File: config.mk
export PLATFORM = sky130hd
export DESIGN_NAME = cdem_days
export DESIGN_NICKNAME = d
export VERILOG_FILES = /design/src/design/cdem_pkg.sv /design/src/design/cdem_days.sv
export SDC_FILE = /design/constraint.sdc
export NUM_CORES = 1
export LEC_CHECK = 0
export ABC_AREA = 1
export BUFFER_PORTS_ARGS = -buffer_cell sky130_fd_sc_hd__buf_4
export CORE_MARGIN = 4
export CORE_UTILIZATION = 31
export DETAILED_ROUTE_END_ITERATION = 10
export SYNTH_ARGS = -nofsm -noshare
export SYNTH_HDL_FRONTEND = slang
export SYNTH_SLANG_ARGS = --single-unit
File: constraint.sdc
create_clock -name clk_i -period 5.05 [get_ports clk_i]
set_input_delay 0.505 -clock clk_i [delete_from_list [all_inputs] [get_ports clk_i]]
set_output_delay 0.505 -clock clk_i [all_outputs]
set_load 0.02 [all_outputs]
File: src/design/cdem_pkg.sv
// shared types, constants and month tables for the civil date to epoch ms pipeline
package cdem_pkg;

  typedef enum logic [1:0] {
    STATUS_OK      = 2'd0,
    STATUS_INVALID = 2'd1,
    STATUS_RANGE   = 2'd2
  } status_e;

  localparam int EraW  = 21;  // era count for years within the limit
  localparam int DaysW = 38;  // signed day count
  localparam int SecsW = 55;  // signed seconds count
  localparam int TodW  = 17;  // seconds within a day

  localparam logic signed [31:0] YearLimit = 32'sd300000000;

  // floor(year / 400) via (year + 2^31) >> 4, then times ceil(2^33 / 25)
  localparam logic [28:0] Recip25    = 29'd343597384;
  localparam int          Recip25Sh  = 33;
  // 2^31 = 400 * EraBias + BiasMod400
  localparam logic signed [24:0] EraBias    = 25'sd5368709;
  localparam logic [8:0]         BiasMod400 = 9'd48;
  localparam logic [8:0]         Mod400Fix  = 9'd352;

  localparam logic [17:0] DaysPerYear = 18'd365;
  localparam logic signed [DaysW-1:0] DaysPerEra     = 38'sd146097;
  localparam logic signed [DaysW-1:0] EpochShiftDays = 38'sd719468;
  localparam logic signed [SecsW-1:0] SecsPerDay     = 55'sd86400;
  localparam logic [TodW-1:0]         SecsPerHour    = 17'd3600;
  localparam logic [TodW-1:0]         SecsPerMinute  = 17'd60;
  // int64 limits divided by 1000, truncated
  localparam logic signed [SecsW-1:0] SecHigh = 55'sd9223372036854775;

  localparam logic [4:0] HourMax   = 5'd23;
  localparam logic [5:0] MinuteMax = 6'd59;
  localparam logic [5:0] SecondMax = 6'd59;

  typedef struct packed {
    logic                   valid;
    status_e                status;
    logic signed [EraW-1:0] era;
    logic [8:0]             yoe;
    logic [8:0]             doy;
    logic [TodW-1:0]        tod;
  } front_t;

  typedef struct packed {
    logic                    valid;
    status_e                 status;
    logic signed [SecsW-1:0] secs;
  } secs_t;

  // longest month, february counted with 29 days, zero for a bad month
  function automatic logic [4:0] month_days(input logic [3:0] m);
    logic [4:0] len;
    unique case (m) inside
      4'd1, 4'd3, 4'd5, 4'd7, 4'd8, 4'd10, 4'd12: len = 5'd31;
      4'd4, 4'd6, 4'd9, 4'd11:                    len = 5'd30;
      4'd2:                                       len = 5'd29;
      default:                                    len = 5'd0;
    endcase
    return len;
  endfunction

  // first day of the month within a march-based year
  function automatic logic [8:0] month_start(input logic [3:0] m);
    logic [8:0] ofs;
    unique case (m)
      4'd3:    ofs = 9'd0;
      4'd4:    ofs = 9'd31;
      4'd5:    ofs = 9'd61;
      4'd6:    ofs = 9'd92;
      4'd7:    ofs = 9'd122;
      4'd8:    ofs = 9'd153;
      4'd9:    ofs = 9'd184;
      4'd10:   ofs = 9'd214;
      4'd11:   ofs = 9'd245;
      4'd12:   ofs = 9'd275;
      4'd1:    ofs = 9'd306;
      4'd2:    ofs = 9'd337;
      default: ofs = 9'd0;
    endcase
    return ofs;
  endfunction

endpackage

File: src/design/cdem_days.sv
// day count and seconds stages
module cdem_days import cdem_pkg::*; (
  input  logic   clk_i,
  input  logic   rst_ni,
  input  front_t front_i,
  output secs_t  secs_o
);

  // stage 3: days since the epoch
  logic [1:0]              c100;
  logic [17:0]             doe;
  logic signed [DaysW-1:0] days_d, days_q;
  logic                    v3_q;
  status_e                 st3_q;
  logic [TodW-1:0]         tod3_q;

  always_comb begin
    if (front_i.yoe >= 9'd300) begin
      c100 = 2'd3;
    end else if (front_i.yoe >= 9'd200) begin
      c100 = 2'd2;
    end else if (front_i.yoe >= 9'd100) begin
      c100 = 2'd1;
    end else begin
      c100 = 2'd0;
    end
  end

  assign doe    = 18'(front_i.yoe) * DaysPerYear + 18'(front_i.yoe[8:2]) - 18'(c100) +
                  18'(front_i.doy);
  assign days_d = DaysW'($signed(front_i.era)) * DaysPerEra +
                  DaysW'($signed({1'b0, doe})) - EpochShiftDays;

  always_ff @(posedge clk_i or negedge rst_ni) begin
    if (!rst_ni) begin
      v3_q <= 1'b0;
    end else begin
      v3_q <= front_i.valid;
    end
  end

  always_ff @(posedge clk_i) begin
    days_q <= days_d;
    st3_q  <= front_i.status;
    tod3_q <= front_i.tod;
  end

  // stage 4: seconds since the epoch
  secs_t secs_d, secs_q;

  always_comb begin
    secs_d.valid  = v3_q;
    secs_d.status = st3_q;
    secs_d.secs   = SecsW'(days_q) * SecsPerDay + SecsW'($signed({1'b0, tod3_q}));
  end

  // only the valid bit is cleared by reset
  always_ff @(posedge clk_i or negedge rst_ni) begin
    if (!rst_ni) begin
      secs_q.valid <= 1'b0;
    end else begin
      secs_q <= secs_d;
    end
  end

  assign secs_o = secs_q;

endmodule

# After elaboration in Yosys (flattened, before gate mapping)
# Index checks and enable logic that the tools add are counted.
dict set report totals {
  register_bits 116
  latchBits 0
  mem_bits_rw 0
  mem_bits_ro 0
  output_inout_bits 58
  word_cells 22
  n_memories 0
}
dict set report classes {
  addsub 6
  n_mul 3
  div_mod_pow 0
  magnitude_cmp 3
  eq_ne 0
  shift 0
  muxes 3
  bitwise_logic 0
  reduce_logical 0
}
# op n
set op_table {}
lappend op_table {{$add 55x18->55} 1}
lappend op_table {{$mul 38x11->48 const B} 1}
lappend op_table {{$add 38x19->38} 1}
lappend op_table {{$mul 21x19->38 const B} 1}
lappend op_table {{$sub 38x21->38 const B} 1}
lappend op_table {{$add 18x7->18} 1}
lappend op_table {{$add 18x9->18} 1}
lappend op_table {{$mul 9x9->18 const B} 1}
lappend op_table {{$sub 18x2->18} 1}
lappend op_table {{$ge 9x7->1 const B} 1}
lappend op_table {{$ge 9x8->1 const B} 1}
lappend op_table {{$ge 9x9->1 const B} 1}
lappend op_table {{$mux 2} 2}
lappend op_table {{$mux 1} 1}

# Depth between registers and ports, before layout
dict set report depth {
  depth_word 8
  depth_mapped 49
  ltp_nobuf 48
}

# Worst setup path after synthesis
# No wires, ideal clock.
dict set report synth_timing {
  path_type {input -> register}
  from {input front_i[30] (netlist name)}
  to {register days_q[36]}
  t_arrival_ps 8517
  path_slack_ps -3539
  cell_stages 44
  n_path_buf 0
  cell_sequence {inv_1 -> ha_1 -> nand2_1 -> a21oi_1 -> a2111oi_0 -> inv_1 -> a21oi_1 -> ha_1 -> inv_1 -> ha_1 -> fa_1 -> fa_1 -> inv_1 -> ha_1 -> nand3_1 -> nand2_1 -> a21boi_0 -> o21ai_0 -> [8 not listed] -> fa_1 -> inv_1 -> fa_1 -> inv_1 -> fa_1 -> inv_1 -> fa_1 -> inv_1 -> ha_1 -> a21oi_1 -> inv_1 -> a31oi_1 -> nor2_1 -> nor2_1 -> o21a_1 -> o21ai_0 -> a31oi_1 -> xor2_1}
}
dict set report synth_via {
  elab_chain_cells 8
  word_cells_on_any_way 12
  classes_between {add/sub: 5; mul: 1; order compare: 3; mux: 3}
}
# element line_no
set synth_rtl {}
lappend synth_rtl {{start, declared} cdem_days.sv:5} ;# input front_t front_i,
lappend synth_rtl {{branches (longest 4 deep; another with $mul 9x9->18)} n/a}
lappend synth_rtl {{$sub 18x2->18 (*)} cdem_days.sv:29} ;# assign doe = 18'(front_i.yoe) * DaysPerYear + 18'(front_i.yoe[8:2]) - 18'(c100) +
lappend synth_rtl {{$add 18x9->18 (*)} cdem_days.sv:29}
lappend synth_rtl {{$add 38x19->38 (*)} cdem_days.sv:31} ;# assign days_d = DaysW'($signed(front_i.era)) * DaysPerEra +
lappend synth_rtl {{$sub 38x21->38 (*)} cdem_days.sv:32} ;# DaysW'($signed({1'b0, doe})) - EpochShiftDays;
lappend synth_rtl {{named net days_d[36]} cdem_days.sv:12} ;# logic signed [DaysW-1:0] days_d, days_q;
lappend synth_rtl {{end signal, assigned} cdem_days.sv:43} ;# days_q <= days_d;
lappend synth_rtl {{end, declared} cdem_days.sv:12}
# Mark *: on every way through the listed nets, which the timed path passes.
# A chain may end at the register's enable or synchronous reset.

# Worst setup path after layout
dict set report layout_timing {
  from {input front_i[29] (netlist name)}
  to {register days_q[19]}
}
# The elaborated chain is that of the path after synthesis.

==> results.sh <==
export IMPL_status="finished, violations left"
export IMPL_violations="negative setup slack"
export IMPL_cts_max_level=4
export IMPL_finalMaxSlewViolations=0
export IMPL_dp_hpwl_um=54100
export IMPL_core_um2=79100
export IMPL_yosysTopAreaCellShare_pct=26.4
export IMPL_synthToLayoutAreaGrowth_pct=35.9
export IMPL_grt_pass1_wl_um=103000
export IMPL_yosys_area_top_type="fa_1"
export IMPL_synth_most_common_cell="inv_1"
export IMPL_worstPathRequired_ns=5.37
export IMPL_nNetsFinal=4483
export IMPL_placementRows=103
export IMPL_synth_seq_cells=116
export IMPL_vias=19900
export IMPL_arrival_ns=8.50
export IMPL_setup_violations=34
export IMPL_end_kind="flip-flop"
export IMPL_finalHoldWorstSlack_ns=0.110
export IMPL_reg2reg_from="days_q[12]"
export IMPL_avgSynthCellArea_um2=8.13
export IMPL_antenna_found_initial=1
export IMPL_dieArea_um2=84500
export IMPL_die_w_um=291
export IMPL_drt_iter0_markers=637
export IMPL_routed_via_density=4.25
export IMPL_max_stage_delay_ns=0.57
export IMPL_worstReg2RegEnd="secs_o[42]"
export IMPL_cts_clk_slew_worst_paths_ns=0.06
export IMPL_critPathSlowestCell="fa_1"
export IMPL_synth_common_cells="inv_1, nand2_1, ha_1"
export IMPL_ys_seq_area_share_pct=11.7
export IMPL_cts_tree="built"
export IMPL_crit_top_cell="fa_1"
export IMPL_clock_root_buffer="clkbuf_16"
export IMPL_max_cap_violations=0
export IMPL_clock_path_buffers=2
export IMPL_stdcell_area_um2=33700
export IMPL_grt_overflow=0
export IMPL_wl_per_cell_um=13.1
export IMPL_start_kind="input port"
export IMPL_wl_um=61300
export IMPL_maxSlewHeadroom_pct=51.7
export IMPL_reg2regPathDepth=25
export IMPL_dr_pass1_iters=5
export IMPL_clock_sinks=116
export IMPL_synth_async_sr_flop_share_pct=1.72
export IMPL_yosys_warnings=0
export IMPL_ys_top_cells_by_area="fa_1, ha_1, inv_1"
export IMPL_ys_types=40
export IMPL_report_final_hold_viol_count=0
export IMPL_max_freq_mhz=122
export IMPL_syn_inst=3047
export IMPL_cp_max_fo=5
export IMPL_grt_setup_unrepaired="yes"
export IMPL_synthesis_area_um2=24800
export IMPL_fin_worst_skew_ns=0.0125
export IMPL_ant_nets=0
export IMPL_drive_gt1_share_pct=31.0
export IMPL_worst_path_buf_inv=17
export IMPL_die_h_um=291
export IMPL_drc=0
export IMPL_critPathKind="input port to flip-flop"
export IMPL_grtUsageTotal_pct=14.7
export IMPL_reg2reg_slack_ns=0.20
export IMPL_synth_nets=3909
export IMPL_worstSkewPairLatency_ns=0.44
export IMPL_first_global_vias=20900
export IMPL_grt_max_degree=60
export IMPL_synth_edff_count=57
export IMPL_cp_top_family="adder cells"
export IMPL_timing_final_crit_share_pct=162
export IMPL_n_antenna_cell=0
export IMPL_start_util_pct=31.3
export IMPL_place_gp_congestion=0.854
export IMPL_numCtsBuffers=17
export IMPL_postCtsHoldBufs=0
export IMPL_synth_flop_cell="edfxtp_1"
export IMPL_io_pins=119
export IMPL_placed_area_um2=30500
export IMPL_portBuffers=118
export IMPL_hp_class="input port to async pin"
export IMPL_finalCriticalPeriod_ns=8.18
export IMPL_tightest_slew_ns=0.725
export IMPL_setup_ws_ns=-3.13
[registers in the layout (all words and copies together) (netlist names)]
register / flops
v3_q: 1
st3_q: 2
days_q: 38
tod3_q: 17
secs_o: 58
[repair_timing]
| item | 4_1_cts | 5_1_grt |
|---|---|---|
| gates resized for setup | 140 | 400 |
| pin swaps | 80 | 143 |
| endpoints found under the setup margin | 49 | 60 |
| buffers inserted | 13 | 28 |
[worst max path at each step]
stage / startpoint / to / slack (ns) / depth (start not counted)
floorplan: front_i[30] / days_q[31] / -3.13 / 43
global placement: front_i[30] / days_q[35] / -3.69 / 47
detailed placement: front_i[30] / days_q[37] / -3.77 / 45
CTS: front_i[30] / days_q[33] / -2.96 / 44
global route: front_i[30] / days_q[19] / -3.35 / 44
finish: front_i[29] / days_q[19] / -3.13 / 40
[cells by family after synthesis]
group           synth area share, %
flops                          11.7
buf+inv                        13.8
fa+ha+maj                      50.4
compound gates                 4.12
simple gates                   16.0
xor+xnor                       4.00
[layout make-up]
cell class | instances | area, µm²
clock inverter | 8 | 95.1
clock buffer | 24 | 504
timing repair buffer | 558 | 4370
tap | 1050 | 1310
multi-input combinational | 2022 | 21000
fill | 7769 | 45500
sequential | 116 | 2960
inverter | 906 | 3410
[metrics by stage]
step | setup WS (ns) | std cells | util (%) | TNS [ns]
after floorplan | -3.13 | 3047 | - | -85.49
after global placement | -3.69 | 4612 | 38.6 | -108.88
after detailed placement | -3.77 | 4612 | 38.6 | -111.52
after CTS | -2.96 | 4657 | 40.3 | -85.29
after global routing | -3.35 | 4684 | 42.5 | -97.82
final | -3.13 | 4684 | 42.5 | -88.54
[placed cells by master (no fill, tap or decap), drive strengths merged, types with 17 or more instances in the layout]
cell type / synthesis / routed
dfxtp: 57 / 57
xnor2: 40 / 40
inv: 903 / 901
a21oi: 98 / 98
nand2: 585 / 585
fa: 327 / 327
edfxtp: 57 / 57
o21ai: 48 / 48
xor2: 73 / 73
nand3: 99 / 99
clkbuf: 3 / 24
ha: 474 / 474
nand4: 32 / 32
nor2: 183 / 183
nor3: 17 / 17
buf: 0 / 558
[per-layer routing]
| layer | vias to the layer above | global-route usage, % | routed length, µm |
|---|---|---|---|
| met2 | 224 | 25.8 | 30500 |
| met5 | - | 0 | 0 |
| met1 | 9313 | 19.5 | 28500 |
| li1 | 10300 | - | - |
| met3 | 57 | 1.49 | 1330 |
| met4 | 0 | 3.17 | 1000 |
Power is left out: the tool's default activity adds up to more than one toggle a clock period on the data nets, which glitch-free logic cannot reach.
