## src/design/cdem_pkg.sv

```systemverilog
// shared types, constants and month tables for the civil date to epoch ms pipeline
package cdem_pkg;

  typedef enum logic [1:0] {
    STATUS_OK      = 2'd0,
    STATUS_INVALID = 2'd1,
    STATUS_RANGE   = 2'd2
  } status_e;

  localparam int EraW  = 21;  // era count for years within the limit
  localparam int DaysW = 38;  // signed day count
  localparam int SecsW = 55;  // signed seconds count
  localparam int TodW  = 17;  // seconds within a day

  localparam logic signed [31:0] YearLimit = 32'sd300000000;

  // floor(year / 400) via (year + 2^31) >> 4, then times ceil(2^33 / 25)
  localparam logic [28:0] Recip25    = 29'd343597384;
  localparam int          Recip25Sh  = 33;
  // 2^31 = 400 * EraBias + BiasMod400
  localparam logic signed [24:0] EraBias    = 25'sd5368709;
  localparam logic [8:0]         BiasMod400 = 9'd48;
  localparam logic [8:0]         Mod400Fix  = 9'd352;

  localparam logic [17:0] DaysPerYear = 18'd365;
  localparam logic signed [DaysW-1:0] DaysPerEra     = 38'sd146097;
  localparam logic signed [DaysW-1:0] EpochShiftDays = 38'sd719468;
  localparam logic signed [SecsW-1:0] SecsPerDay     = 55'sd86400;
  localparam logic [TodW-1:0]         SecsPerHour    = 17'd3600;
  localparam logic [TodW-1:0]         SecsPerMinute  = 17'd60;
  // int64 limits divided by 1000, truncated
  localparam logic signed [SecsW-1:0] SecHigh = 55'sd9223372036854775;

  localparam logic [4:0] HourMax   = 5'd23;
  localparam logic [5:0] MinuteMax = 6'd59;
  localparam logic [5:0] SecondMax = 6'd59;

  typedef struct packed {
    logic                   valid;
    status_e                status;
    logic signed [EraW-1:0] era;
    logic [8:0]             yoe;
    logic [8:0]             doy;
    logic [TodW-1:0]        tod;
  } front_t;

  typedef struct packed {
    logic                    valid;
    status_e                 status;
    logic signed [SecsW-1:0] secs;
  } secs_t;

  // longest month, february counted with 29 days, zero for a bad month
  function automatic logic [4:0] month_days(input logic [3:0] m);
    logic [4:0] len;
    unique case (m) inside
      4'd1, 4'd3, 4'd5, 4'd7, 4'd8, 4'd10, 4'd12: len = 5'd31;
      4'd4, 4'd6, 4'd9, 4'd11:                    len = 5'd30;
      4'd2:                                       len = 5'd29;
      default:                                    len = 5'd0;
    endcase
    return len;
  endfunction

  // first day of the month within a march-based year
  function automatic logic [8:0] month_start(input logic [3:0] m);
    logic [8:0] ofs;
    unique case (m)
      4'd3:    ofs = 9'd0;
      4'd4:    ofs = 9'd31;
      4'd5:    ofs = 9'd61;
      4'd6:    ofs = 9'd92;
      4'd7:    ofs = 9'd122;
      4'd8:    ofs = 9'd153;
      4'd9:    ofs = 9'd184;
      4'd10:   ofs = 9'd214;
      4'd11:   ofs = 9'd245;
      4'd12:   ofs = 9'd275;
      4'd1:    ofs = 9'd306;
      4'd2:    ofs = 9'd337;
      default: ofs = 9'd0;
    endcase
    return ofs;
  endfunction

endpackage

```

## src/design/cdem_front.sv

```systemverilog
// front stages: component checks, year split into era and year of era
module cdem_front import cdem_pkg::*; (
  input  logic               clk_i,
  input  logic               rst_ni,
  input  logic               start_i,
  input  logic signed [31:0] year_i,
  input  logic [3:0]         month_i,
  input  logic [4:0]         day_i,
  input  logic [4:0]         hour_i,
  input  logic [5:0]         minute_i,
  input  logic [5:0]         second_i,
  output front_t             front_o
);

  // stage 1
  logic [31:0]     ybias;
  logic [56:0]     prod;
  logic            v1_d, v1_q;
  logic [23:0]     q1_d, q1_q;
  logic [8:0]      y9_d, y9_q;
  logic            ok1_d, ok1_q;
  logic            feb29_d, feb29_q;
  logic            rng1_d, rng1_q;
  logic            mle2_d, mle2_q;
  logic [8:0]      doy1_d, doy1_q;
  logic [TodW-1:0] tod1_d, tod1_q;

  assign ybias = {~year_i[31], year_i[30:0]};
  assign prod  = 57'(ybias[31:4]) * 57'(Recip25);
  assign q1_d  = prod[56:Recip25Sh];
  assign y9_d  = ybias[8:0];
  assign v1_d  = start_i;

  assign ok1_d = (month_i != 4'd0) && (day_i != 5'd0) && (day_i <= month_days(month_i)) &&
                 (hour_i <= HourMax) && (minute_i <= MinuteMax) && (second_i <= SecondMax);
  assign feb29_d = (month_i == 4'd2) && (day_i == 5'd29);
  assign rng1_d  = (year_i > YearLimit) || (year_i < -YearLimit);
  assign mle2_d  = (month_i <= 4'd2);
  assign doy1_d  = month_start(month_i) + 9'(day_i) - 9'd1;
  assign tod1_d  = TodW'(hour_i) * SecsPerHour + TodW'(minute_i) * SecsPerMinute +
                   TodW'(second_i);

  always_ff @(posedge clk_i or negedge rst_ni) begin
    if (!rst_ni) begin
      v1_q <= 1'b0;
    end else begin
      v1_q <= v1_d;
    end
  end

  always_ff @(posedge clk_i) begin
    q1_q    <= q1_d;
    y9_q    <= y9_d;
    ok1_q   <= ok1_d;
    feb29_q <= feb29_d;
    rng1_q  <= rng1_d;
    mle2_q  <= mle2_d;
    doy1_q  <= doy1_d;
    tod1_q  <= tod1_d;
  end

  // stage 2
  logic [8:0]         r9;
  logic               lt_bias;
  logic [8:0]         ym;
  logic               leap;
  logic signed [24:0] era_y;
  logic signed [24:0] era_a;
  logic [8:0]         yoe;
  status_e            st2;
  front_t             front_d, front_q;

  // remainder of biased year by 400 only needs the low nine bits
  assign r9      = y9_q - 9'(18'(q1_q[8:0]) * 18'd400);
  assign lt_bias = (r9 < BiasMod400);
  assign ym      = lt_bias ? r9 + Mod400Fix : r9 - BiasMod400;
  assign leap    = (ym[1:0] == 2'b00) && (ym != 9'd100) && (ym != 9'd200) && (ym != 9'd300);
  assign era_y   = $signed({1'b0, q1_q}) - EraBias - $signed(25'(lt_bias));

  // january and february belong to the previous march-based year
  always_comb begin
    era_a = era_y;
    yoe   = ym;
    if (mle2_q) begin
      if (ym == 9'd0) begin
        era_a = era_y - 25'sd1;
        yoe   = 9'd399;
      end else begin
        yoe = ym - 9'd1;
      end
    end
  end

  always_comb begin
    if (!ok1_q || (feb29_q && !leap)) begin
      st2 = STATUS_INVALID;
    end else if (rng1_q) begin
      st2 = STATUS_RANGE;
    end else begin
      st2 = STATUS_OK;
    end
  end

  always_comb begin
    front_d.valid  = v1_q;
    front_d.status = st2;
    front_d.era    = era_a[EraW-1:0];
    front_d.yoe    = yoe;
    front_d.doy    = doy1_q;
    front_d.tod    = tod1_q;
  end

  // only the valid bit is cleared by reset
  always_ff @(posedge clk_i or negedge rst_ni) begin
    if (!rst_ni) begin
      front_q.valid <= 1'b0;
    end else begin
      front_q <= front_d;
    end
  end

  assign front_o = front_q;

endmodule

```

## config.mk

```make
export PLATFORM = sky130hd
export DESIGN_NAME = cdem_front
export DESIGN_NICKNAME = d
export VERILOG_FILES = /design/src/design/cdem_pkg.sv /design/src/design/cdem_front.sv
export SDC_FILE = /design/constraint.sdc
export NUM_CORES = 1
export LEC_CHECK = 0
export BUFFER_PORTS_ARGS = -buffer_cell sky130_fd_sc_hd__buf_2
export CORE_MARGIN = 2
export CORE_UTILIZATION = 60
export CTS_BUF_LIST = sky130_fd_sc_hd__clkbuf_8
export CTS_CLUSTER_DIAMETER = 150
export CTS_CLUSTER_SIZE = 40
export DETAILED_ROUTE_END_ITERATION = 8
export GPL_ROUTABILITY_DRIVEN = 0
export PLACE_DENSITY = 0.79
export SYNTH_ARGS = -nofsm -noshare
export SYNTH_HDL_FRONTEND = slang
export SYNTH_SLANG_ARGS = --single-unit
export TNS_END_PERCENT = 1
```

## constraint.sdc

```tcl
create_clock -name clk_i -period 6.7 [get_ports clk_i]
set_clock_uncertainty 0.15 [all_clocks]
set_input_delay 0.67 -clock clk_i [delete_from_list [all_inputs] [get_ports clk_i]]
set_output_delay 0.67 -clock clk_i [all_outputs]
set_load 0.01 [all_outputs]
```

# Word level (Yosys, flattened, before mapping)
# Memories as Yosys holds them, arrays and structs flattened.
# Cells that the tools add are included.
# totals
register_bits	120
elab_cells	83
mem_bits_ro	144
n_memories	1
# classes
n_reduce_logical	20
addsub	11
n_lt_le_gt_ge	8
eq_ne	16
n_mux	7
n_mul	4
n_bitwise	1
# memory_table
memory	words	width	read_ports	rd_ports_with_merged_regs	wr	line	text
(no name shown)	16	9	1	0	0	cdem_pkg.sv:68	unique case (m)
# op_table
cell	n
$mul A28 B26 Y51 const B	1
$mux W21	2
$gt A32 B30 Y1 const B	1
$lt A32 B30 Y1 const B	1
$mux W9	3
$sub A21 B2 Y21	1
$sub A21 B2 Y21 const B	1
$sub A21 B21 Y21 const B	1
$eq A4 B4 Y1 const B	5
$sub A9 B1 Y9 const B	2
$add A17 B12 Y17	1
$add A17 B6 Y17	1
$eq A4 B3 Y1 const B	4
$pmux W5 S3	1
$mul A5 B8 Y13 const B	1
$le A6 B6 Y1 const B	2
$logic_and A1 B1 Y1	10
$mul A6 B4 Y10 const B	1
$add A9 B5 Y9	1
$add A9 B9 Y9 const B	1
$logic_not A9 Y1	1
$lt A9 B6 Y1 const B	1
$mul A9 B5 Y5 const B	1
$ne A9 B7 Y1 const B	1
other kinds (19)	22

# Depth between registers and ports, before layout
# Gate-level depths: netlist of run 1.
# logic_depth
word_depth	11
depth_mapped	25

# Worst setup path before layout of run 1
# Ideal clock, no wire load.
# synth_path
path_kind	in2reg
startpoint	in year_i[18]
endpoint	reg q1_q[16]
path_slack_ns	-0.046
cell_stages	22
setup_time_ns	0.122
required_time_ns	6.428
arrival_ns	6.474
cell_sequence	ha_1 inv_1 fa_1 inv_1 fa_1 inv_1 fa_1 fa_1 fa_1 inv_1 fa_1 ha_1 nand2_1 nor2_1 a2111oi_0 and4bb_2 a21oi_1 o31a_1 a21boi_2 o31ai_1 a21o_1 a311o_1
# synth_between
elab_chain_cells	1
# synth_rtl
element	line	text
start, declared	cdem_front.sv:6	input logic signed [31:0] year_i,
$mul A28 B26 Y51	cdem_front.sv:29	assign prod = 57'(ybias[31:4]) * 57'(Recip25);
via prod[49]	cdem_front.sv:17	logic [56:0] prod;
end signal, assigned	cdem_front.sv:52	q1_q <= q1_d;
end, declared	cdem_front.sv:19	logic [23:0] q1_d, q1_q;
# The timed path passes the listed nets, and every way through them passes these cells.
# A chain may end at the register's enable or synchronous reset.

# Worst setup path after layout of run 1
# layout_path
startpoint	in year_i[19]
endpoint	reg q1_q[16]
# Same word-level chain as after synthesis.

==> impl_metrics.toml, run 1 <==
[run]
cap_violations = 0

[synthesis]
ys_seq_elements = 120
ys_warn_count = 0
synthAdderAreaFrac_pct = 55.61
synthesis.area_sq_um = 19500
synth_compound_area_share_pct = 7.052
yosys.area_share.simple_pct = 6.391
synthXorXnorAreaFrac_pct = 4.652
synth_nets = 2705
synth_top_family_by_area = "adder cells"
ys_dominant_reg_cell = "dfxtp_1"
ys_types = 70
ys_seq_area_share_pct = 15.35
synth-async-reset-ratio_pct = 1.667
syn-mean-instance-area_sq_um = 10.04
muxShareOfSynthArea_pct = 0.3208
synthCells = 1943
synth_edf_count = 58

[timing]
drv_slew = 0
worst_slew_pin_slew_ns = 0.9508
fin_crit_sh_pct = 98.23
finalHoldViolCount = 0
final.setup.worst_slack_ns = 0.1189
min_period_ns = 6.581
fmax_mhz = 152.0
setup_violations = 0
hold-worst-slack_ns = 0.1655
slew_headroom_pct = 36.03

[floorplanning]
design.die.area_sq_um = 33960
initial_core_util_pct = 60.39
fp-row-count = 66
die_y_um = 184.3
core_sq_um = 32290
die_x_um = 184.3
ioPinCount = 120

[finish]
final_nets = 2985
layout_commonest_cell = "inv_1"
drive_above_1_share_pct = 17.08
antenna_cells = 0
utilization_pct = 69.92
final_cell_mix = "inv_1, ha_1, fa_1, buf_4, buf_2"
area_growth_pct = 15.78

[clocking]
clockBufferDepth = 2
cts_hold_buf = 0
cts_root_buf = "clkbuf_8"
clock-sinks = 120
path_clk_slew_ns = 0.08
numCtsBuffers = 17
cts_htree_levels = 4
clk-insertion-delay-late_ns = 0.45
cts_tree = "done"

[grt]
gr-total-overflow = 0
grt_use_total_pct = 30.26
grt_pass1_wl_um = 78940
grt_max_degree = 61
gr-usage-met1_pct = 36.02
use_met3_pct = 5.612
busiest_layer = "met2"
grt_pass1_vias = 15870
use_met2_pct = 53.69
antenna_found_initial = 0

[min_path]
min-delay-path-class = "in2reg"
hp-start = "second_i[0]"

[setup_path]
start_kind = "input pin"
cp_max_fo = 5
worstSetupEndpointType = "flop"
cp.arrival_ns = 6.76
reg2reg_from = "q1_q[0]$_DFF_P_"
startpoint = "year_i[19]"
critical_path_class = "in2reg"
required_ns = 6.88

[route]
avgViaCountPerCell = 5.444
ant_nets = 0
drtIter0Drc = 943
drt_first_pass_iters = 5
routed_wl_um = 49150
vias = 14580
wl_per_cell_um = 18.35
drc = 0

[place]
dp_slack_ns = -0.8984
portBuffers = 119
hpwl_um = 41830

[outcome]
status = "completed"
[critical path: stages]
cell,delay (ns)
buf_4,0.14
inv_1,0.09
ha_4,0.27
inv_1,0.04
fa_1,0.49
inv_1,0.06
fa_1,0.49
fa_2,0.62
fa_2,0.45
fa_1,0.55
inv_1,0.07
fa_1,0.44
inv_1,0.12
ha_2,0.29
a31o_2,0.28
a211oi_1,0.43
a21oi_2,0.07
o31a_1,0.36
a21boi_2,0.24
o31ai_4,0.10
a21o_1,0.22
a311o_1,0.28
[cell families after synthesis]
logic type | count (synthesis)
buf+inv | 551
fa+ha+maj | 701
simple gates | 252
flops | 120
xor+xnor | 102
mux | 6
compound gates | 211
[final timing paths]
| kind | depth (start not counted) | slack [ns] | endpoint |
|---|---|---|---|
| hold reg to reg | 0 | 0.20 | front_o[58]$_DFF_PN0_ |
| setup / recovery | 22 | 0.12 | q1_q[16]$_DFF_P_ |
| min in group asynchronous | 2 | 0.23 | front_o[58]$_DFF_PN0_ |
| max in group asynchronous | 2 | 5.70 | v1_q$_DFF_PN0_ |
| hold / removal | 1 | 0.17 | tod1_q[0]$_DFF_P_ |
| setup reg to reg | 20 | 0.53 | front_o[54]$_DFFE_PP_ |
[metal layers]
layer  up-vias  share of wire (%)
met5         -                  0
met2       598                 49
li1       6721                  -
met3       170                7.6
met1      7090                 38
met4         0                4.8
[cells in the mapped netlist (all sizes together), types with 26 or more instances]
cell type	number	area share, %
fa	276	28
inv	544	10
xor2	26	1.2
nor2	53	1.0
ha	425	27
nand3	27	0.69
a21oi	76	2.0
edfxtp	58	8.9
xnor2	75	3.4
o21ai	32	0.84
nand2	76	1.5
dfxtp	60	6.2
[state kept, by name (all words and copies together) (netlist names)]
name     flops
tod1_q      17
ok1_q        1
doy1_q       9
rng1_q       1
feb29_q      1
mle2_q       1
v1_q         1
front_o     59
q1_q        21
y9_q         9
[through the flow]
step           std cells  setup TNS [ns]  instance area [sq um]
2_1_floorplan       1943               0                  19550
3_3_place_gp        2640          -6.544                  21740
3_5_place_dp        2640          -8.968                  21740
4_1_cts             2673               0                  22240
5_1_grt             2678         -0.3953                  22580
6_report            2678               0                  22580
[area by class of cell]
class	count	area, sq um
multi-input cells	1272	14780
flip-flops and latches	120	2993
clock buffers	17	234.0
fillers	2223	9713
inverters	544	2042
repair buffers	268	1787
well taps	442	553.0
clock inverters	15	188.9
[timing repair]
action / in CTS / in global routing
gates resized for setup: 15 / 69
pin swaps: 8 / 55
buffers inserted: 1 / 5
endpoints found under the setup margin: 11 / 14
Power of run 1 is not shown: default switching activity piles up to over one toggle a cycle in this logic, so the estimate is an artifact.
==> run 2, diff against run 1 <==
--- a/config.mk
+++ b/config.mk
@@ -5,6 +5,7 @@
 export SDC_FILE = /design/constraint.sdc
 export NUM_CORES = 1
 export LEC_CHECK = 0
+export ABC_AREA = 1
 export BUFFER_PORTS_ARGS = -buffer_cell sky130_fd_sc_hd__buf_2
 export CORE_MARGIN = 2
 export CORE_UTILIZATION = 60
==> run 2 against run 1 <==
  * The run now ends with max-capacitance violations left
  * Area after synthesis increased by 5.7%
  * Critical path depth increased by 3
  * Wire length rose by 1.5%
  * Die area is 5.6% higher
  * Sequential share of layout area grew 0.18 points
  * Synthesized cell count up 19%
  * Fmax grew 6.3%
  * Cell count rose by 9.2%
  * Register-to-register slack better by 1.2 ns
  * Non-clock buffer count decreased by 139
  * Hold slack gained 0.028 ns
  * First-iteration DRC count up 27%
  * Critical path type unchanged
  * Critical endpoint unchanged
  * Largest cell class unchanged
  * Highest routed layer unchanged
==> impl_metrics.toml, run 2 <==
[outcome]
status = "complete, but fails checks"
failed_checks = "max-capacitance violations"

[grt]
grt_pass1_vias = 16180
gr-total-overflow = 0
grt_pass1_wl_um = 81260
grt_use_total_pct = 28.96
grt_max_degree = 61
antenna_found_initial = 0

[clocking]
clk-insertion-delay-late_ns = 0.44
cts_root_buf = "clkbuf_8"
post_cts_buffers = 0
post_cts_resized = 0
path_clk_slew_ns = 0.08
cts_tree = "done"
cts_htree_levels = 4
numCtsBuffers = 17
clock-sinks = 120
cts_hold_buf = 0
clockBufferDepth = 2

[route]
drt_first_pass_iters = 5
avgViaCountPerCell = 5.352
drtIter0Drc = 1201
routed_wl_um = 49880
wl_per_cell_um = 17.06
vias = 15650
ant_nets = 0
drc = 0

[synthesis]
ys_seq_elements = 120
muxShareOfSynthArea_pct = 0
synth_top_area_share_pct = 26.81
synth-async-reset-ratio_pct = 1.667
yosys.area_share.simple_pct = 11.52
ys_types = 47
ys_warn_count = 0
synthCells = 2315
syn-mean-instance-area_sq_um = 8.902
synth_area_leaders = "fa_1, ha_1, inv_1"
synthesis.area_sq_um = 20610
yosysMostFrequentCell = "inv_1"
synth_common_cells = "inv_1, ha_1, fa_1"
yosysTopAreaCell = "fa_1"
synthXorXnorAreaFrac_pct = 3.521
ys_seq_area_share_pct = 14.52
ys_dominant_reg_cell = "dfxtp_1"
synth_nets = 3077
synthAdderAreaFrac_pct = 52.61
synth_top_family_by_area = "adder cells"
synth_edf_count = 58
synth_compound_area_share_pct = 6.023

[floorplanning]
die_y_um = 189.3
ioPinCount = 120
core_sq_um = 33700
design.die.area_sq_um = 35850
initial_core_util_pct = 61.15
fp-row-count = 67
die_x_um = 189.3

[timing]
fin_crit_sh_pct = 92.43
finalSetupTns_ns = 0
worst_slew_pin_slew_ns = 1.476
rsz0062_at_grt = "no"
finalHoldViolCount = 0
slew_headroom_pct = 0.7221
hold-worst-slack_ns = 0.1936
setup_violations = 0
min_period_ns = 6.193
fmax_mhz = 161.5
drv_slew = 0

[place]
dpl.cell_count = 2892
portBuffers = 119
hpwl_um = 44430
place_area_sq_um = 21840

[finish]
layout_commonest_cell = "inv_1"
final_area_sq_um = 22270
fill_cells = 2676
final_nets = 3225
antenna_cells = 0
area_growth_pct = 8.063
final_cell_mix = "inv_1, ha_1, fa_1, nand2_1, nor2_1"
drive_above_1_share_pct = 8.078
fin_cells = 2924
largest_reg_flops = 59

[setup_path]
cp_max_fo = 9
crit_path_frequent_cell = "inv_1"
critical-path-max-stage-delay_ns = 0.56
cp.arrival_ns = 6.40
required_ns = 6.90
critical_path_class = "in2reg"
worstSetupEndpointType = "flop"
start_kind = "input pin"
crit_path_top_delay_cell = "fa_1"

[run]
cap_violations = 1

[min_path]
min-delay-path-class = "in2reg"
run 2: changes by cell type after synthesis, sizes merged, moves of 33 or more:
cell   delta
inv     +103
nand2   +211
o21ai    +34
xor2     +33
xnor2    -52
nor2     +89
nand3    +41
run 2: metal layers:
layer | vias up | global-route usage [%] | share of wire, %
met5 | - | 0 | 0
met4 | 0 | 11.63 | 4.2
met3 | 124 | 4.467 | 7.9
met2 | 652 | 48.25 | 47
met1 | 7404 | 37.97 | 41
li1 | 7469 | - | -
run 2: metrics by stage:
| stage | util, % | worst slack [ns] |
|---|---|---|
| final | 66.08 | 0.5072 |
| after global routing | 66.08 | 0.2184 |
| after CTS | 66.08 | 0.5754 |
| after detailed placement | 64.81 | 0.1333 |
| after global placement | 64.81 | 0.1676 |
| after floorplan | - | 0.9056 |
run 2: path summary, 6_finish.rpt:
check,from,endpoint,depth (start not counted),slack (ns)
setup / recovery,year_i[16],q1_q[16]$_DFF_P_,25,0.51
hold / removal,start_i,v1_q$_DFF_PN0_,1,0.19
setup reg to reg,q1_q[1]$_DFF_P_,front_o[53]$_DFFE_PP_,26,1.73
hold reg to reg,v1_q$_DFF_PN0_,front_o[58]$_DFF_PN0_,0,0.20
max in group asynchronous,rst_ni,front_o[58]$_DFF_PN0_,2,5.72
min in group asynchronous,rst_ni,v1_q$_DFF_PN0_,2,0.24
run 2: worst max-delay path, delay by kind of cell:
kind	cells	cell delay [ns]
buffers and inverters	8	0.72
AND/OR/NAND/NOR	6	0.74
XOR/XNOR	1	0.17
AO/OA/AOI/OAI	2	0.42
adder cells (fa/ha/maj)	8	3.67
run 2: cells by family (layout without fill, tap and decap cells):
| logic type | count (synthesis) | after routing |
|---|---|---|
| and+or+nand+nor | 545 | 545 |
| DFF | 120 | 120 |
| adders and majority gates | 701 | 701 |
| buffers and inverters | 648 | 809 |
| xor gates and xnor gates | 82 | 82 |
| AOI/OAI and AO/OA | 219 | 219 |
run 2: layout make-up:
type | count | area [sq um] | area share (%)
multi-input cells | 1547 | 15180 | 68.18
flip-flops and latches | 120 | 2993 | 13.44
clock buffers | 18 | 247.7 | 1.112
well taps | 448 | 560.5 | 2.517
inverters | 648 | 2432 | 10.92
clock inverters | 14 | 182.7 | 0.8203
repair buffers | 129 | 670.6 | 3.011
Power of run 2 is left out for the same reason.
==> run 3, diff against run 2 <==
--- a/config.mk
+++ b/config.mk
@@ -14,6 +14,7 @@
 export CTS_CLUSTER_SIZE = 40
 export DETAILED_ROUTE_END_ITERATION = 8
 export GPL_ROUTABILITY_DRIVEN = 0
+export MAX_ROUTING_LAYER = met4
 export PLACE_DENSITY = 0.79
 export SYNTH_ARGS = -nofsm -noshare
 export SYNTH_HDL_FRONTEND = slang
==> constraint.sdc (replaced) <==
create_clock -name clk_i -period 6.7 [get_ports clk_i]
set_clock_uncertainty 0.15 [all_clocks]
set_input_delay 1.675 -clock clk_i [delete_from_list [all_inputs] [get_ports clk_i]]
set_output_delay 1.675 -clock clk_i [all_outputs]
set_load 0.01 [all_outputs]
==> run 3 against run 2 <==
  * The run ends with negative setup slack left
  * First-iteration DRC count increased by 1.2%
  * Worst setup slack got worse by 0.74 ns
  * Global-route usage increased by 3.2 points
  * Sequential share of layout area decreased by 1.4 points
  * Register-to-register slack got worse by 0.13 ns
  * Clock-buffer cell count decreased by 1
  * Die area unchanged
  * Via count increased by 12%
  * Cell area increased by 12%
  * Critical path depth decreased by 3
  * Critical path type unchanged
==> impl_metrics.toml, run 3 (same netlist as run 2, synthesis figures left out) <==
[setup_path]
cp_max_fo = 5
worstSetupEndpointType = "flop"
critical_path_class = "in2reg"
reg2reg_from = "q1_q[0]$_DFF_P_"
required_ns = 6.87
start_kind = "input pin"
startpoint = "year_i[15]"
cp.arrival_ns = 7.10

[floorplanning]
fp-row-count = 67
die_y_um = 189.3
initial_core_util_pct = 61.15
ioPinCount = 120
design.die.area_sq_um = 35850
die_x_um = 189.3
core_sq_um = 33700

[route]
drtIter0Drc = 1216
vias = 17570
avgViaCountPerCell = 5.557
wl_per_cell_um = 18.89
ant_nets = 0
drt_first_pass_iters = 8
routed_wl_um = 59720
drc = 0

[timing]
drv_slew = 0
fin_crit_sh_pct = 103.5
min_period_ns = 6.935
slew_headroom_pct = 11.60
finalSetupTns_ns = -2.436
final.setup.worst_slack_ns = -0.2346
setup_violations = 19
fmax_mhz = 144.2
finalHoldViolCount = 0
worst_slew_pin_slew_ns = 1.314
rsz0062_at_grt = "yes"

[min_path]
hp-start = "v1_q$_DFF_PN0_"
min-delay-path-class = "reg2reg"

[grt]
grt_pass1_wl_um = 87560
gr-total-overflow = 0
grt_use_total_pct = 32.13
antenna_found_initial = 0
grt_max_degree = 61
grt_pass1_vias = 18140

[clocking]
clock-sinks = 120
clockBufferDepth = 2
cts_htree_levels = 4
clk-insertion-delay-late_ns = 0.44
cts_root_buf = "clkbuf_8"
cts_hold_buf = 0
numCtsBuffers = 17
cts_tree = "done"
path_clk_slew_ns = 0.09

[place]
portBuffers = 119
dp_slack_ns = -0.9106
dpl.cell_count = 3125
hpwl_um = 47910

[finish]
area_growth_pct = 20.85
antenna_cells = 0
largest_reg_flops = 59
drive_above_1_share_pct = 21.15
fin_cells = 3162
layout_commonest_cell = "inv_1"
final_cell_mix = "inv_1, ha_1, fa_1, nand2_1, buf_4"
final_nets = 3463

[outcome]
status = "complete, but fails checks"
failed_checks = "negative setup slack"

[run]
cap_violations = 0
## run 3: cell types whose count changed in the layout (fill, tap and decap cells not counted), sizes merged
cell	previous run	this run
inv	655	656
clkinvlp	2	1
buf	129	365
clkinv	2	5
clkbuf	18	19
bufinv	3	1
## run 3: path summary, 6_finish.rpt
| check | slack, ns | cells past startpoint | endpoint |
|---|---|---|---|
| setup / recovery | -0.23 | 22 | q1_q[17]$_DFF_P_ |
| min in group asynchronous | 1.23 | 2 | front_o[58]$_DFF_PN0_ |
| hold / removal | 0.20 | 0 | front_o[58]$_DFF_PN0_ |
| setup reg to reg | 1.60 | 27 | front_o[53]$_DFFE_PP_ |
| max in group asynchronous | 4.72 | 2 | v1_q$_DFF_PN0_ |
| hold reg to reg | 0.20 | 0 | front_o[58]$_DFF_PN0_ |
## run 3: area by class of cell
cell class / count / area (sq um)
multi-input combinational: 1547 / 15960
fill: 2147 / 8795
sequential: 120 / 2993
timing repair buffer: 367 / 2564
inverter: 648 / 2437
tap: 448 / 560.5
clock buffer: 17 / 234.0
clock inverter: 15 / 152.6
## run 3: per-stage QoR
stage                     hold slack [ns]  utilization, %  cell area (sq um)
after global placement             0.1924           70.16              23650
final                              0.2045           73.90              24910
after detailed placement           0.1958           70.16              23650
after global routing               0.2159           73.90              24910
after floorplan                    0.1812               -              20640
after CTS                          0.2026           72.18              24330
## run 3: repair_timing
item / CTS / global route
resized for setup: 62 / 141
pin swaps: 26 / 89
setup buffers: 1 / 4
endpoints found under the setup margin: 20 / 21
## run 3: metal layers
metal | part of all wire, % | wire length [um] | vias up | track usage (%)
met1 | 37 | 21880 | 8354 | 37.76
met4 | 7.4 | 4417 | 0 | 17.32
met3 | 8.2 | 4896 | 320 | 4.690
met2 | 48 | 28530 | 944 | 53.44
li1 | - | - | 7954 | -
met5 | 0 | 0 | - | -
## run 3: worst max-delay path: stages
cell and delay [ns]:
buf_4 0.15, buf_4 0.15, ha_1 0.26, inv_1 0.07, fa_1 0.63, fa_2 0.49
ha_1 0.32, fa_1 0.47, fa_1 0.55, inv_1 0.06, fa_1 0.55, inv_1 0.07
ha_4 0.26, a21oi_2 0.20, inv_1 0.09, a31oi_2 0.20, o21ai_1 0.17, a21oi_2 0.18
nand2_2 0.10, a21oi_4 0.22, o21ai_2 0.09, xor2_1 0.15
Power of run 3 is left out for the same reason.
